--- config.mk ---
export PLATFORM = sky130hd
export DESIGN_NAME = midi_voice_allocator_unit_flat
export DESIGN_NICKNAME = d
export VERILOG_FILES = /design/src/hw/rtl/mva_pkg.sv /design/src/hw/rtl/mva_channels.sv /design/src/hw/rtl/mva_front.sv /design/src/hw/rtl/mva_queue.sv /design/src/hw/rtl/mva_back.sv /design/src/hw/rtl/midi_voice_allocator_unit.sv /design/src/flat_wrapper.sv
export SDC_FILE = /design/constraint.sdc
export NUM_CORES = 1
export LEC_CHECK = 0
export BUFFER_PORTS_ARGS = -buffer_cell sky130_fd_sc_hd__buf_2
export CAP_MARGIN = 20
export CORE_MARGIN = 1.5
export CORE_UTILIZATION = 38
export DETAILED_ROUTE_END_ITERATION = 7
export GPL_TIMING_DRIVEN = 1
export PLACE_DENSITY = 0.61
export SYNTH_ARGS = -nofsm -noshare
export SYNTH_HDL_FRONTEND = slang
export SYNTH_HIERARCHICAL = 1
export SYNTH_SLANG_ARGS = --single-unit
--- constraint.sdc ---
create_clock -name clk -period 5.1 [get_ports clk]
set_clock_uncertainty 0.2 [all_clocks]
set_input_delay 0.51 -clock clk [delete_from_list [all_inputs] [get_ports clk]]
set_output_delay 0.51 -clock clk [all_outputs]
set_load 0.02 [all_outputs]
--- src/hw/rtl/mva_pkg.sv ---
// ----------------------------------------------------------------------------
// mva_pkg
// Types, constants and codes shared by the voice allocator modules.
// ----------------------------------------------------------------------------
package mva_pkg;

  localparam int NUM_VOICES  = 8;
  localparam int ACTIVE_BITS = 8;
  localparam int VIDX_W      = $clog2(NUM_VOICES);
  localparam int NOTE_W      = 7;
  localparam int VEL_W       = 7;
  localparam int IDX_FIELD_W = 3;
  localparam int QUEUE_DEPTH = 2;
  localparam int QPTR_W      = $clog2(QUEUE_DEPTH);

  // Input operation codes
  localparam logic [1:0] FUNC_NOTE_ON  = 2'd0;
  localparam logic [1:0] FUNC_NOTE_OFF = 2'd1;
  localparam logic [1:0] FUNC_ALL_OFF  = 2'd2;

  // Classified operation handed to the back end
  typedef enum logic [1:0] {
    OP_START   = 2'd0,
    OP_RELEASE = 2'd1,
    OP_CLEAR   = 2'd2,
    OP_NONE    = 2'd3
  } op_t;

  typedef struct packed {
    op_t                      op;
    logic [NOTE_W-1:0]        note;
    logic [VEL_W-1:0]         vel;
    logic [ACTIVE_BITS-1:0]   active;
  } entry_t;

  typedef struct packed {
    logic   valid;
    entry_t entry;
  } push_t;

  typedef struct packed {
    logic   valid;
    entry_t entry;
  } head_t;

endpackage

--- src/hw/rtl/mva_channels.sv ---
// ----------------------------------------------------------------------------
// mva channels
// Valid/ready channels for the event input and the allocation result.
// ----------------------------------------------------------------------------
interface mva_in_if;
  logic       valid;
  logic       ready;
  logic [1:0] func;
  logic [6:0] note_number;
  logic [6:0] note_velocity;
  logic [7:0] voices_active;

  modport source (output valid, func, note_number, note_velocity, voices_active,
                  input ready);
  modport sink   (input valid, func, note_number, note_velocity, voices_active,
                  output ready);
endinterface

interface mva_out_if;
  logic       valid;
  logic       ready;
  logic       start_voice;
  logic [2:0] voice_index;
  logic [6:0] start_note;
  logic [6:0] start_velocity;
  logic [7:0] release_mask;
  logic       reset_all;

  modport source (output valid, start_voice, voice_index, start_note, start_velocity,
                  release_mask, reset_all, input ready);
  modport sink   (input valid, start_voice, voice_index, start_note, start_velocity,
                  release_mask, reset_all, output ready);
endinterface

--- src/hw/rtl/mva_front.sv ---
// ----------------------------------------------------------------------------
// mva_front
// Accepts events and classifies them into start, release, clear or no-op.
// ----------------------------------------------------------------------------
module mva_front (
  mva_in_if.sink         in_ch,
  input  logic           full,
  output mva_pkg::push_t push
);

  mva_pkg::op_t op;

  always_comb begin
    unique case (in_ch.func)
      mva_pkg::FUNC_NOTE_ON: begin
        // zero velocity counts as a note-off
        op = (in_ch.note_velocity == '0) ? mva_pkg::OP_RELEASE : mva_pkg::OP_START;
      end
      mva_pkg::FUNC_NOTE_OFF: op = mva_pkg::OP_RELEASE;
      mva_pkg::FUNC_ALL_OFF:  op = mva_pkg::OP_CLEAR;
      default:                op = mva_pkg::OP_NONE;
    endcase
  end

  assign in_ch.ready        = !full;
  assign push.valid         = in_ch.valid && !full;
  assign push.entry.op      = op;
  assign push.entry.note    = in_ch.note_number;
  assign push.entry.vel     = in_ch.note_velocity;
  assign push.entry.active  = in_ch.voices_active;

endmodule

--- src/hw/rtl/mva_queue.sv ---
// ----------------------------------------------------------------------------
// mva_queue
// Short queue of classified events between the front and back ends.
// ----------------------------------------------------------------------------
module mva_queue (
  input  logic           clk,
  input  logic           rst,
  input  mva_pkg::push_t push,
  input  logic           pop,
  output logic           full,
  output mva_pkg::head_t head
);

  mva_pkg::entry_t               mem [mva_pkg::QUEUE_DEPTH];
  logic [mva_pkg::QPTR_W-1:0]    wr_ptr;
  logic [mva_pkg::QPTR_W-1:0]    rd_ptr;
  logic [mva_pkg::QPTR_W:0]      count;
  logic                          do_push;
  logic                          do_pop;

  assign full       = (count == (mva_pkg::QPTR_W+1)'(mva_pkg::QUEUE_DEPTH));
  assign head.valid = (count != '0);
  assign head.entry = mem[rd_ptr];
  assign do_push    = push.valid && !full;
  assign do_pop     = pop && head.valid;

  always_ff @(posedge clk) begin
    if (do_push) begin
      mem[wr_ptr] <= push.entry;
    end
  end

  always_ff @(posedge clk) begin
    if (rst) begin
      wr_ptr <= '0;
      rd_ptr <= '0;
      count  <= '0;
    end else begin
      if (do_push) begin
        wr_ptr <= wr_ptr + 1'b1;
      end
      if (do_pop) begin
        rd_ptr <= rd_ptr + 1'b1;
      end
      unique case ({do_push, do_pop})
        2'b10:   count <= count + 1'b1;
        2'b01:   count <= count - 1'b1;
        default: count <= count;
      endcase
    end
  end

endmodule

--- src/hw/rtl/mva_back.sv ---
// ----------------------------------------------------------------------------
// mva_back
// Carries out queued events against the voice table and holds the result word.
// ----------------------------------------------------------------------------
module mva_back (
  input  logic           clk,
  input  logic           rst,
  input  mva_pkg::head_t head,
  output logic           pop,
  mva_out_if.source      out_ch
);

  logic [mva_pkg::NOTE_W-1:0]  voice_note [mva_pkg::NUM_VOICES];
  logic [mva_pkg::VIDX_W-1:0]  last_voice;
  logic [mva_pkg::VIDX_W-1:0]  last_voice_next;

  logic [mva_pkg::NUM_VOICES-1:0] act;
  logic [mva_pkg::NUM_VOICES-1:0] match;
  logic                           match_any;
  logic [mva_pkg::VIDX_W-1:0]     match_idx;
  logic                           free_any;
  logic [mva_pkg::VIDX_W-1:0]     free_idx;
  logic [mva_pkg::VIDX_W-1:0]     steal_idx;
  logic [mva_pkg::VIDX_W-1:0]     target;
  logic [mva_pkg::VIDX_W:0]       cand;
  logic [mva_pkg::VIDX_W:0]       cand_wrap [mva_pkg::NUM_VOICES];

  logic       load;
  logic       is_start;
  logic [7:0] rel_mask;

  assign load     = head.valid && (!out_ch.valid || out_ch.ready);
  assign pop      = load;
  assign is_start = (head.entry.op == mva_pkg::OP_START);

  always_comb begin
    for (int v = 0; v < mva_pkg::NUM_VOICES; v++) begin
      // voices past the activity mask never sound
      if (v < mva_pkg::ACTIVE_BITS) begin
        act[v] = head.entry.active[v];
      end else begin
        act[v] = 1'b0;
      end
      match[v] = act[v] && (voice_note[v] == head.entry.note);
    end
  end

  // lowest active voice already holding the note
  always_comb begin
    match_any = |match;
    match_idx = '0;
    for (int v = mva_pkg::NUM_VOICES - 1; v >= 0; v--) begin
      if (match[v]) begin
        match_idx = mva_pkg::VIDX_W'(v);
      end
    end
  end

  // round-robin candidates after last_voice, first inactive wins
  always_comb begin
    for (int i = 0; i < mva_pkg::NUM_VOICES; i++) begin
      cand = (mva_pkg::VIDX_W+1)'(last_voice) + (mva_pkg::VIDX_W+1)'(i + 1);
      if (cand >= (mva_pkg::VIDX_W+1)'(mva_pkg::NUM_VOICES)) begin
        cand = cand - (mva_pkg::VIDX_W+1)'(mva_pkg::NUM_VOICES);
      end
      cand_wrap[i] = cand;
    end
    free_any = 1'b0;
    free_idx = '0;
    for (int i = mva_pkg::NUM_VOICES - 1; i >= 0; i--) begin
      if (!act[cand_wrap[i][mva_pkg::VIDX_W-1:0]]) begin
        free_any = 1'b1;
        free_idx = cand_wrap[i][mva_pkg::VIDX_W-1:0];
      end
    end
    steal_idx = cand_wrap[0][mva_pkg::VIDX_W-1:0];
  end

  always_comb begin
    priority if (match_any) begin
      target          = match_idx;
      last_voice_next = last_voice;
    end else if (free_any) begin
      target          = free_idx;
      last_voice_next = free_idx;
    end else begin
      target          = steal_idx;
      last_voice_next = steal_idx;
    end
  end

  always_comb begin
    rel_mask = '0;
    for (int v = 0; v < mva_pkg::NUM_VOICES && v < 8; v++) begin
      rel_mask[v] = match[v];
    end
  end

  always_ff @(posedge clk) begin
    if (rst) begin
      last_voice <= '0;
      for (int v = 0; v < mva_pkg::NUM_VOICES; v++) begin
        voice_note[v] <= '0;
      end
    end else if (load && is_start) begin
      last_voice         <= last_voice_next;
      voice_note[target] <= head.entry.note;
    end
  end

  always_ff @(posedge clk) begin
    if (rst) begin
      out_ch.valid <= 1'b0;
    end else if (load) begin
      out_ch.valid <= 1'b1;
    end else if (out_ch.ready) begin
      out_ch.valid <= 1'b0;
    end
  end

  // result word: hold until taken
  always_ff @(posedge clk) begin
    if (load) begin
      out_ch.start_voice    <= is_start;
      out_ch.voice_index    <= is_start ? mva_pkg::IDX_FIELD_W'(target) : '0;
      out_ch.start_note     <= is_start ? head.entry.note : '0;
      out_ch.start_velocity <= is_start ? head.entry.vel : '0;
      out_ch.release_mask   <= (head.entry.op == mva_pkg::OP_RELEASE) ? rel_mask : '0;
      out_ch.reset_all      <= (head.entry.op == mva_pkg::OP_CLEAR);
    end
  end

endmodule

--- src/hw/rtl/midi_voice_allocator_unit.sv ---
// ----------------------------------------------------------------------------
// midi_voice_allocator_unit
// Assigns note events to eight synthesizer voices with round-robin stealing.
// ----------------------------------------------------------------------------
// Usage:
//   in_ch carries one event word per handshake: func, note_number,
//   note_velocity and the voice-activity mask from the voice engines.
//   out_ch returns one result word per event, in event order: the started
//   voice with its note and velocity, a release mask, or reset_all.
//   The front end classifies each accepted event into a two-entry queue at
//   the edge it is taken. The back end reads the queue head, searches the
//   eight-entry voice table combinationally and loads the result register,
//   so each event passes the queue and then the result register before
//   out_ch.valid rises for it.
//   Throughput is one event per cycle while out_ch takes results.
//   When out_ch stalls, the result register holds its word, the queue fills,
//   and in_ch.ready drops once both queue entries are occupied.
//   Synchronous reset empties the queue and the result register, clears
//   every stored voice note to zero and sets the last voice to zero.
// ----------------------------------------------------------------------------
module midi_voice_allocator_unit (
  input  logic      clk,
  input  logic      rst,
  mva_in_if.sink    in_ch,
  mva_out_if.source out_ch
);

  mva_pkg::push_t push;
  mva_pkg::head_t head;
  logic           full;
  logic           pop;

  mva_front u_front (
    .in_ch (in_ch),
    .full  (full),
    .push  (push)
  );

  mva_queue u_queue (
    .clk  (clk),
    .rst  (rst),
    .push (push),
    .pop  (pop),
    .full (full),
    .head (head)
  );

  mva_back u_back (
    .clk    (clk),
    .rst    (rst),
    .head   (head),
    .pop    (pop),
    .out_ch (out_ch)
  );

endmodule
--- src/flat_wrapper.sv ---
// flat-port wrapper written by rule: the top's interface ports become plain ports
module midi_voice_allocator_unit_flat 
  (clk, rst, in_ch_valid, in_ch_func, in_ch_note_number, in_ch_note_velocity, in_ch_voices_active, in_ch_ready, out_ch_valid, out_ch_start_voice, out_ch_voice_index, out_ch_start_note, out_ch_start_velocity, out_ch_release_mask, out_ch_reset_all, out_ch_ready);
  mva_in_if in_ch_i ();
  mva_out_if out_ch_i ();
  input  logic clk;
  input  logic rst;
  input wire logic [$bits(in_ch_i.valid)-1:0] in_ch_valid;
  input wire logic [$bits(in_ch_i.func)-1:0] in_ch_func;
  input wire logic [$bits(in_ch_i.note_number)-1:0] in_ch_note_number;
  input wire logic [$bits(in_ch_i.note_velocity)-1:0] in_ch_note_velocity;
  input wire logic [$bits(in_ch_i.voices_active)-1:0] in_ch_voices_active;
  output wire logic [$bits(in_ch_i.ready)-1:0] in_ch_ready;
  output wire logic [$bits(out_ch_i.valid)-1:0] out_ch_valid;
  output wire logic [$bits(out_ch_i.start_voice)-1:0] out_ch_start_voice;
  output wire logic [$bits(out_ch_i.voice_index)-1:0] out_ch_voice_index;
  output wire logic [$bits(out_ch_i.start_note)-1:0] out_ch_start_note;
  output wire logic [$bits(out_ch_i.start_velocity)-1:0] out_ch_start_velocity;
  output wire logic [$bits(out_ch_i.release_mask)-1:0] out_ch_release_mask;
  output wire logic [$bits(out_ch_i.reset_all)-1:0] out_ch_reset_all;
  input wire logic [$bits(out_ch_i.ready)-1:0] out_ch_ready;
  assign in_ch_i.valid = in_ch_valid;
  assign in_ch_i.func = in_ch_func;
  assign in_ch_i.note_number = in_ch_note_number;
  assign in_ch_i.note_velocity = in_ch_note_velocity;
  assign in_ch_i.voices_active = in_ch_voices_active;
  assign in_ch_ready = in_ch_i.ready;
  assign out_ch_valid = out_ch_i.valid;
  assign out_ch_start_voice = out_ch_i.start_voice;
  assign out_ch_voice_index = out_ch_i.voice_index;
  assign out_ch_start_note = out_ch_i.start_note;
  assign out_ch_start_velocity = out_ch_i.start_velocity;
  assign out_ch_release_mask = out_ch_i.release_mask;
  assign out_ch_reset_all = out_ch_i.reset_all;
  assign out_ch_i.ready = out_ch_ready;
  midi_voice_allocator_unit u_core (.clk(clk), .rst(rst), .in_ch(in_ch_i), .out_ch(out_ch_i));
endmodule
# == Word level (Yosys, flattened, before mapping) ==
# Memory sizes are Yosys's and may differ from the RTL's. A register that Yosys moved wholly into a read port is not among the register bits.
# Cells that the tools add are included.
# op_classes
order_cmp,16
muxes,67
eq_ne,15
bitwise,1
n_reduce_logical,25
n_addsub,20
# op_table
op,n
$mux W3,27
$eq A7 B7 Y1,8
$ge A4 B4 Y1 const B,8
$lt A3 B4 Y1 const B,8
$mux W1,29
$bmux W1 S3,8
$sub A3 B1 Y3 const B,8
$add A3 B3 Y4 const B,4
$logic_and A1 B1 Y1,13
$add A3 B2 Y4 const B,2
$eq A2 B2 Y1 const B,4
$reduce_or A8 Y1,1
$logic_not A7 Y1,1
$mux W7,1
$reduce_or A7 Y1,1
$eq A2 B1 Y1 const B,3
$pmux W2 S3,1
$reduce_bool A2 Y1,3
$add A3 B1 Y4 const B,1
$add A3 B4 Y4 const B,1
$logic_not A2 Y1,2
$pmux W2 S2,1
$add A1 B1 Y1 const B,2
$add A2 B1 Y2 const B,1
5 further kinds,6
# word_totals
in_bits,28
regBits,35
ram_bits,104
output_inout_bits,29
mem_count,2
elab_cells,157
# memory_table
name,words,word_bits,read_ports,rd_ports_with_merged_regs,write_ports,line_no,source
u_core.u_back.voice_note,8,7,8,0,8,mva_back.sv:13,logic [mva_pkg::NOTE_W-1:0] voice_note [mva_pkg::NUM_VOICES];
u_core.u_queue.mem,2,24,1,1,1,mva_queue.sv:14,mva_pkg::entry_t mem [mva_pkg::QUEUE_DEPTH];

# == Depth between registers and ports, before layout ==
# Gate-level depths: netlist of the first run.
# depth
depth_word,16
ltp_mapped,16

# == By module ==
# Netlist of the first run, hierarchy kept.
# modules_own_cells
mod,cells_per_inst,seq_area_each_um2,instances,area_per_inst_um2
mva_back,459,2572.5,1,5417.7
mva_queue,101,1541.5,1,1956.9
mva_front,28,0.0,1,198.9

# == Worst setup path before layout of the first run ==
# No wires, ideal clock.
# synth_path
path_type,register to register
start,register (tool-made name)
end,"memory u_core/u_back/voice_note[0][0] (netlist name), enable pin"
period_less_slack_ns,4.246
slack_ns,0.854
arrival_time_ns,3.666
stages_incl_launch_ff,14
t_required_ns,4.519
cell_sequence,dfxtp_1 > clkbuf_1 > buf_4 > mux2_1 > mux4_2 > buf_2 > mux2i_1 > a21boi_1 > o32ai_2 > xnor2_1 > nor2_1 > a211o_1 > buf_2 > o21ai_0
# synth_lines
item,line_no
"end, declared",mva_back.sv:13

==> results of run 1 <==
## path summary, 6_finish.rpt
| check | start | endpoint |
|---|---|---|
| setup / recovery | flip-flop | u_core/u_back/voice_note[4][4] |
| hold / removal | in_ch_note_number[5] | u_core/u_queue/mem[1][20] |
| hold reg to reg | u_core/u_back/out_ch.valid | u_core/u_back/out_ch.valid |
| setup reg to reg | flip-flop | u_core/u_back/voice_note[4][4] |
## cell usage after synthesis (11+ instances only)
library cell / number / area [um2]
edfxtp_1: 131 / 3934
nor4_1: 51 / 319.1
xor2_1: 43 / 376.6
nor2_1: 28 / 105.1
buf_4: 27 / 202.7
buf_2: 21 / 105.1
xnor2_1: 21 / 183.9
mux2_2: 18 / 202.7
mux4_2: 17 / 382.9
o21ai_0: 15 / 75.07
nand2_1: 14 / 52.55
mux2i_1: 13 / 130.1
nand4_1: 13 / 81.33
nor3_1: 13 / 65.06
a21oi_1: 12 / 60.06
mux2_1: 11 / 123.9
## power by group through the flow
stage	clock (mW)	combinational, mW	sequential, mW
after CTS	1.24	2.50	1.62
after detailed placement	0	2.48	1.64
after global routing	1.29	2.72	1.64
after global placement	0	2.47	1.64
final	1.21	2.54	1.61
after floorplan	0	1.77	1.75
## cell families (layout without fill, tap and decap cells)
| kind of cell | Yosys count | after routing |
|---|---|---|
| simple gates | 170 | 170 |
| flops | 140 | 140 |
| buf+inv | 84 | 135 |
| compound gates | 68 | 68 |
| xor+xnor | 64 | 64 |
| mux | 59 | 59 |
| fa+ha+maj | 3 | 3 |
## metrics by stage
stage | utilization | area (um2) | hold WS (ns)
after floorplan | - | 7574 | 0.2518
after global placement | 0.4080 | 7966 | 0.2686
after detailed placement | 0.4080 | 7966 | 0.2959
after CTS | 0.4384 | 8561 | 0.05438
after global routing | 0.4401 | 8593 | 0.06142
final | 0.4401 | 8593 | 0.06779
## sequential cells by signal (all words and copies together) (netlist names), named ones only
| register | count |
|---|---|
| u_core/u_queue/count | 2 |
| u_core/u_queue/wr_ptr | 1 |
| u_core/u_back/out_ch.start_velocity | 7 |
| u_core/u_back/voice_note | 56 |
| u_core/u_queue/mem | 48 |
| u_core/u_back/out_ch.voice_index | 3 |
| u_core/u_back/out_ch.valid | 1 |
| u_core/u_back/out_ch.start_note | 7 |
| u_core/u_back/out_ch.reset_all | 1 |
| u_core/u_back/out_ch.release_mask | 8 |
| u_core/u_back/out_ch.start_voice | 1 |
| u_core/u_queue/rd_ptr | 1 |
| u_core/u_back/last_voice | 3 |
## area by class of cell
type	instances	area share
clock buffers	23	0.06072
inverters	19	0.008299
well taps	265	0.03858
flip-flops and latches	140	0.4787
repair buffers	84	0.05911
multi-input cells	364	0.3461
clock inverters	9	0.008445
## metal layers
layer | global-route usage | wire length [um]
met1 | 0.2399 | 7922
met2 | 0.3004 | 8977
met3 | 0.02781 | 731
met4 | 0.09569 | 535
met5 | 0 | 0
## worst max-delay path: stages (launching register included)
cell      delay [ns]
dfxtp_1         0.30
buf_4           0.31
mux2_1          0.58
xor2_1          0.25
nor4_1          0.47
nand4_1         0.33
nand4b_1        0.28
and3b_1         0.23
nor3_4          0.27
nand3_2         0.14
buf_4           0.24
o21ai_0         0.18
buf_4           0.18
## cells in the final DEF (no fill, tap or decap), types with 10 or more instances in the layout
cell type | Yosys | layout
buf_2 | 21 | 57
a21oi_1 | 12 | 11
inv_1 | 10 | 10
mux2_1 | 11 | 11
nor4_1 | 51 | 51
nor2_1 | 28 | 28
mux4_2 | 17 | 17
mux2i_1 | 13 | 13
nor3_1 | 13 | 13
nand4_1 | 13 | 13
buf_4 | 27 | 26
mux2_2 | 18 | 18
o21ai_0 | 15 | 15
xnor2_1 | 21 | 21
edfxtp_1 | 131 | 131
clkbuf_16 | 0 | 20
nand2_1 | 14 | 14
xor2_1 | 43 | 43
==> reports/qor.yml, run 1 <==
run_status:
  status: "finished clean"
synthesis:
  async_reset_ff_frac: 0
  synth_fa_ha_area_frac: 0.004956
  synth_compound_area_frac: 0.06443
  yosysSeqAreaShare: 0.5432
  synth-xor-area-share: 0.07401
  synth-simple-area-share: 0.1379
  netlist_instances: 588
  yosysWarningCount: 6
  synth-seq-cells: 140
  synth_top_family_by_area: "simple AND/OR/NAND/NOR gates"
  synth_ff_type: "edfxtp_1"
  syn_area_um2: 7574
  syn_nets: 619
  muxShareOfSynthArea: 0.1109
  avgSynthCellArea_um2: 12.88
  synth_edf_count: 131
  synthDistinctLibCells: 69
critical_path:
  cp.arrival_ns: 4.23
  path_max_fanout: 24
  endpoint_kind: "flip-flop"
  crit_type: "flip-flop to flip-flop"
  r2r_slack_ns: 0.81
  rr_worst_depth: 12
  required_ns: 5.04
  worst_setup_path_start_kind: "flip-flop"
final_layout:
  ff_latch_area_um2: 4114
  finalNonFillerCells: 904
  final_nets: 657
  num-fill-cells: 1840
  area_growth_pct: 13.46
  multi_input_area_um2: 2974
  drive_gt1_frac: 0.2817
  diodes: 0
clock_network:
  numCtsBuffers: 17
  clock_path_buffers: 2
  postCtsSetupRepairBufs: 0
  cts_tree: "yes"
  hold_buffers: 0
  root_buffer: "clkbuf_16"
  clkLatencyLatePin_ns: 0.43
  clk_pin_slew_ns: 0.06
  clock_sinks: 140
  cts_resized: 0
  cts_htree_levels: 4
drt:
  antenna_left: 0
  vias: 5043
  wl_per_cell_um: 20.10
  vias_per_cell: 5.579
  totalWireLength_mm: 18.17
  first_pass_iters: 4
  drtIter0Drc: 459
  post-route-drc-count: 0
floorplan:
  start_util: 0.3879
  die_w_um: 144.2
  top_level_ports: 57
  rows: 51
  die_area_um2: 20790
  coreArea_um2: 19530
  die_h_um: 144.2
power_and_ir_drop:
  fin_total_pwr_mw: 5.368
  irDropWorstVdd_v: 0.0003879
  intPower_mw: 3.110
  seqPwrFrac: 0.301
  clock_power_share: 0.226
  leakage_nw: 3.013
  power_density_nw_per_um2: 624.6
  power.share.combinational: 0.473
  power_switching_mw: 2.257
  switching_share: 0.4205
global_route:
  grt_pass1_wl_mm: 28.50
  grt_pass1_vias: 4943
  grt_overflow_total: 0
  antenna_found_initial: 0
  track_usage: 0.1848
  grt_max_degree: 31
timing:
  fin_crit_ns: 4.293
  fin_crit_sh: 0.8418
  setup_violations: 0
  slew_headroom: 0.3416
  tns_ns: 0
  hold_violations: 0
  layout_setup_ws_ns: 0.8067
  slew_viol_final: 0
  grt_setup_unrepaired: "false"
  max_freq_mhz: 232.9
  tightest_slew_ns: 0.9866
hold_path:
  min_path_cells: 1
  min_path_type: "input pin to flip-flop"
placed_design:
  place_inst: 870
  hpwlAfterDp_mm: 12.30
  io_buffers: 56
  place_ws_ns: 0.5030
  globalplace.congestion: 0.8720
flow_run:
  cap_violations: 0
Note: power is estimated with default switching activity, not from simulation.
==> inputs of run 2 (changes only) <==
ABC_AREA = 1   (was default)
PLACE_DENSITY = 0.63   (was 0.61)
clock period = 3.83 ns   (was 5.1 ns; I/O delays follow)
==> run 2 against run 1 <==
Synthesized area down 3.4%. Critical path depth grew 4. Clock-buffer cell count up 2. Combinational power rose by 31%. First-iteration DRC count decreased by 19%. Die area is 3.4% lower. Register-to-register slack worse by 0.49 ns. Utilization is 0.97 points higher. Sequential power is 39% higher. Non-clock buffer count increased by 9. Cell count increased by 14%. Global-route usage is 1.4 points lower. Critical path type unchanged. Largest cell class unchanged.
==> reports/qor.yml, run 2 <==
synthesis:
  synth.largest_area_cell: "edfxtp_1"
  synth_ff_type: "edfxtp_1"
  synth_top_family_by_area: "simple AND/OR/NAND/NOR gates"
  yosysWarningCount: 6  # unchanged
  synth_fa_ha_area_frac: 0.005133  # +0.0001764
  synth-simple-area-share: 0.2310  # +0.09302
  netlist.area_leader.share: 0.5379  # +0.01848
  syn_nets: 752  # +21%
  synth-xor-area-share: 0.03234  # -0.04168
  synth_compound_area_frac: 0.03319  # -0.03124
  avgSynthCellArea_um2: 10.14  # -21%
  async_reset_ff_frac: 0  # unchanged
  synth_commonest_cells: "nand2_1 (147), edfxtp_1 (131), nor2_1 (119), inv_1 (60), nand3_1 (35)"
  synth.area.top_cells: "edfxtp_1 (54%), nand2_1 (7.5%), nor2_1 (6.1%)"
  syn_area_um2: 7313  # -3.4%
  netlist_instances: 721  # +23%
  synth-seq-cells: 140  # unchanged
  yosysSeqAreaShare: 0.5625  # +0.01933
  yosys.cell_count.top_type: "nand2_1"
  synth_edf_count: 131  # unchanged
  synthDistinctLibCells: 44  # -36%
  muxShareOfSynthArea: 0.04722  # -0.06363
timing:
  slew_headroom: 0.3067  # -0.03486
  fin_crit_sh: 0.9183  # +0.07650
  max_freq_mhz: 284.3  # +22%
  slew_viol_final: 0  # unchanged
  layout_setup_ws_ns: 0.3128  # -0.4939 ns
  grt_setup_unrepaired: "false"
  tns_ns: 0  # unchanged
  setup_violations: 0  # unchanged
  hold_violations: 0  # unchanged
  hold_slack_ns: 0.04376  # -0.02403 ns
  fin_crit_ns: 3.517  # -0.7761 ns
  tightest_slew_ns: 1.039  # +0.05222 ns
floorplan:
  rows: 50  # -2.0%
  coreArea_um2: 18770  # -3.9%
  start_util: 0.3897  # +0.001803
  die_h_um: 141.7  # -1.7%
  die_w_um: 141.7  # -1.7%
  die_area_um2: 20090  # -3.4%
  top_level_ports: 57  # unchanged
clock_network:
  clock_sinks: 140  # unchanged
  clkLatencyLatePin_ns: 0.43  # about the same
  cts_tree: "yes"
  clock_path_buffers: 2  # unchanged
  cts_htree_levels: 4  # unchanged
  numCtsBuffers: 17  # unchanged
  root_buffer: "clkbuf_16"
  clk_pin_slew_ns: 0.06  # about the same
final_layout:
  drive_gt1_frac: 0.2285  # -0.05323
  mostFrequentLayoutCells: "nand2_1 (144), edfxtp_1 (131), nor2_1 (118)"
  largest_reg_flops: 56  # unchanged
  area_growth_pct: 15.43
  diodes: 0  # unchanged
  final_nets: 819  # +25%
  ff_latch_area_um2: 4115  # about the same
  num-fill-cells: 1767  # -4.0%
  largest-register: "u_core/u_back/voice_note"
  design_area_um2: 8442  # -1.8%
  fin_util: 0.4498  # +0.009713
  reg_top3: "u_core/u_back/voice_note x56, u_core/u_queue/mem x48, u_core/u_back/out_ch.release_mask x8"
  final_common_cell: "nand2_1"
  finalNonFillerCells: 1035  # +14%
  multi_input_area_um2: 2561  # -14%
critical_path:
  r2r_slack_ns: 0.31  # -0.49 ns
  crit_type: "flip-flop to flip-flop"
  required_ns: 3.76  # -1.28 ns
  regToRegEndpoint: "u_core/u_back/voice_note[6][1]"
  crit_chain: "buf_4, mux2_4, inv_2, a21boi_0, o211ai_1, nor2_1, nand2_1, nand2_1, nor2_2, nand2_2, inv_2, nand3_1, nand2_2, nand2_4, o21ai_0, buf_4"
  path_max_fanout: 16  # -33%
  worst_setup_path_start_kind: "flip-flop"
  endpoint_kind: "flip-flop"
  cp.arrival_ns: 3.45  # -0.78 ns
  rr_worst_depth: 16  # +4
  cpPeakStageDelay_ns: 0.41  # -0.17 ns
  crit_slowest_cell: "mux2_4"
hold_path:
  min_path_cells: 2  # +1
  min_path_type: "input pin to flip-flop"
  hold_end: "u_core/u_back/out_ch.valid"
  min_from: "rst"
global_route:
  grt_pass1_wl_mm: 25.67  # -9.9%
  grt_overflow_total: 0  # unchanged
  antenna_found_initial: 0  # unchanged
  track_usage: 0.1710  # -0.01379
  grt_max_degree: 28  # -9.7%
  grt_pass1_vias: 4948  # +0.10%
placed_design:
  placed_area_um2: 7644  # -4.1%
  place_inst: 980  # +13%
  io_buffers: 56  # unchanged
  hpwlAfterDp_mm: 11.15  # -9.4%
  globalplace.congestion: 0.8673  # -0.54%
  place_ws_ns: 0.09897  # -0.4040 ns
drt:
  post-route-drc-count: 0  # unchanged
  drtIter0Drc: 374  # -19%
  antenna_left: 0  # unchanged
  totalWireLength_mm: 16.17  # -11%
  first_pass_iters: 5  # +1
  vias_per_cell: 4.827  # -13%
  vias: 4996  # -0.93%
  wl_per_cell_um: 15.62  # -22%
run_status:
  status: "finished clean"
power_and_ir_drop:
  fin_total_pwr_mw: 7.159  # +33%
  leakage_nw: 3.550  # +18%
  irDropWorstVdd_v: 0.0004438  # +14%
  power_density_nw_per_um2: 848.0  # +36%
flow_run:
  cap_violations: 0  # unchanged
-- run 2: cell types whose count changed in the layout (fill, tap and decap cells not counted), sizes merged, moves of 7 or more --
cell         before  now
buf              84   70
xor2             43   12
mux2i            13    0
inv              17   74
mux4             17    0
nand3             8   39
and2             10    0
nor4             56    2
nor2             28  127
a2111oi           7    0
nand2            16  164
dlygate4sd3       0   23
-- run 2: how the worst max path moves through the flow --
| stage | endpoint | slack, ns | depth (start not counted) |
|---|---|---|---|
| 2_1_floorplan | u_core/u_back/voice_note[6][0] | 0.44 | 20 |
| 3_3_place_gp | u_core/u_back/voice_note[1][1] | 0.09 | 19 |
| 3_5_place_dp | u_core/u_back/voice_note[0][5] | 0.1 | 19 |
| 4_1_cts | u_core/u_back/voice_note[0][1] | 0.1 | 19 |
| 5_1_grt | u_core/u_back/voice_note[5][0] | 0.00008 | 20 |
| 6_report | u_core/u_back/voice_note[6][1] | 0.31 | 16 |
-- run 2: where the power goes --
group	switching [mW]	internal (mW)	leakage [nW]	total, mW
logic	2.27	1.08	1.92	3.34
clock network	0.603	0.974	0.265	1.58
registers	0.128	2.11	1.37	2.24
-- run 2: cells by family (layout without fill, tap and decap cells) --
| kind of cell | Yosys count | in the layout |
|---|---|---|
| fa+ha+maj | 3 | 3 |
| mux | 24 | 24 |
| buf+inv | 121 | 201 |
| simple gates | 368 | 368 |
| xor+xnor | 27 | 27 |
| flops | 140 | 140 |
| compound gates | 38 | 38 |
-- run 2: critical path, delay by kind of cell, from the launching register on --
kind            cells  cell delay, ns
simple gates        8            1.08
buf+inv             4            0.77
compound gates      3            0.43
mux                 1            0.41
flops               1            0.32
-- run 2: per-layer routing --
layer	wire, um	vias up	track usage
met5	0	-	0
met4	389	0	0.07054
met3	896	27	0.04489
met2	7618	147	0.2773
met1	7263	2327	0.2177
li1	-	2495	-
-- run 2: repair_timing --
item	4_1_cts	5_1_grt
endpoints found under the setup margin	0	56
hold buffers	23	0
setup buffers	0	0
gates resized for setup	0	5
hold endpoints to repair	46	0
-- run 2: final cells by class --
type	instances	area share
Sequential cell	140	0.4875
Clock inverter	7	0.01112
Inverter	76	0.03379
Timing Repair Buffer	93	0.07440
Multi-Input combinational cell	460	0.3034
Clock buffer	25	0.05514
Tap cell	234	0.03468
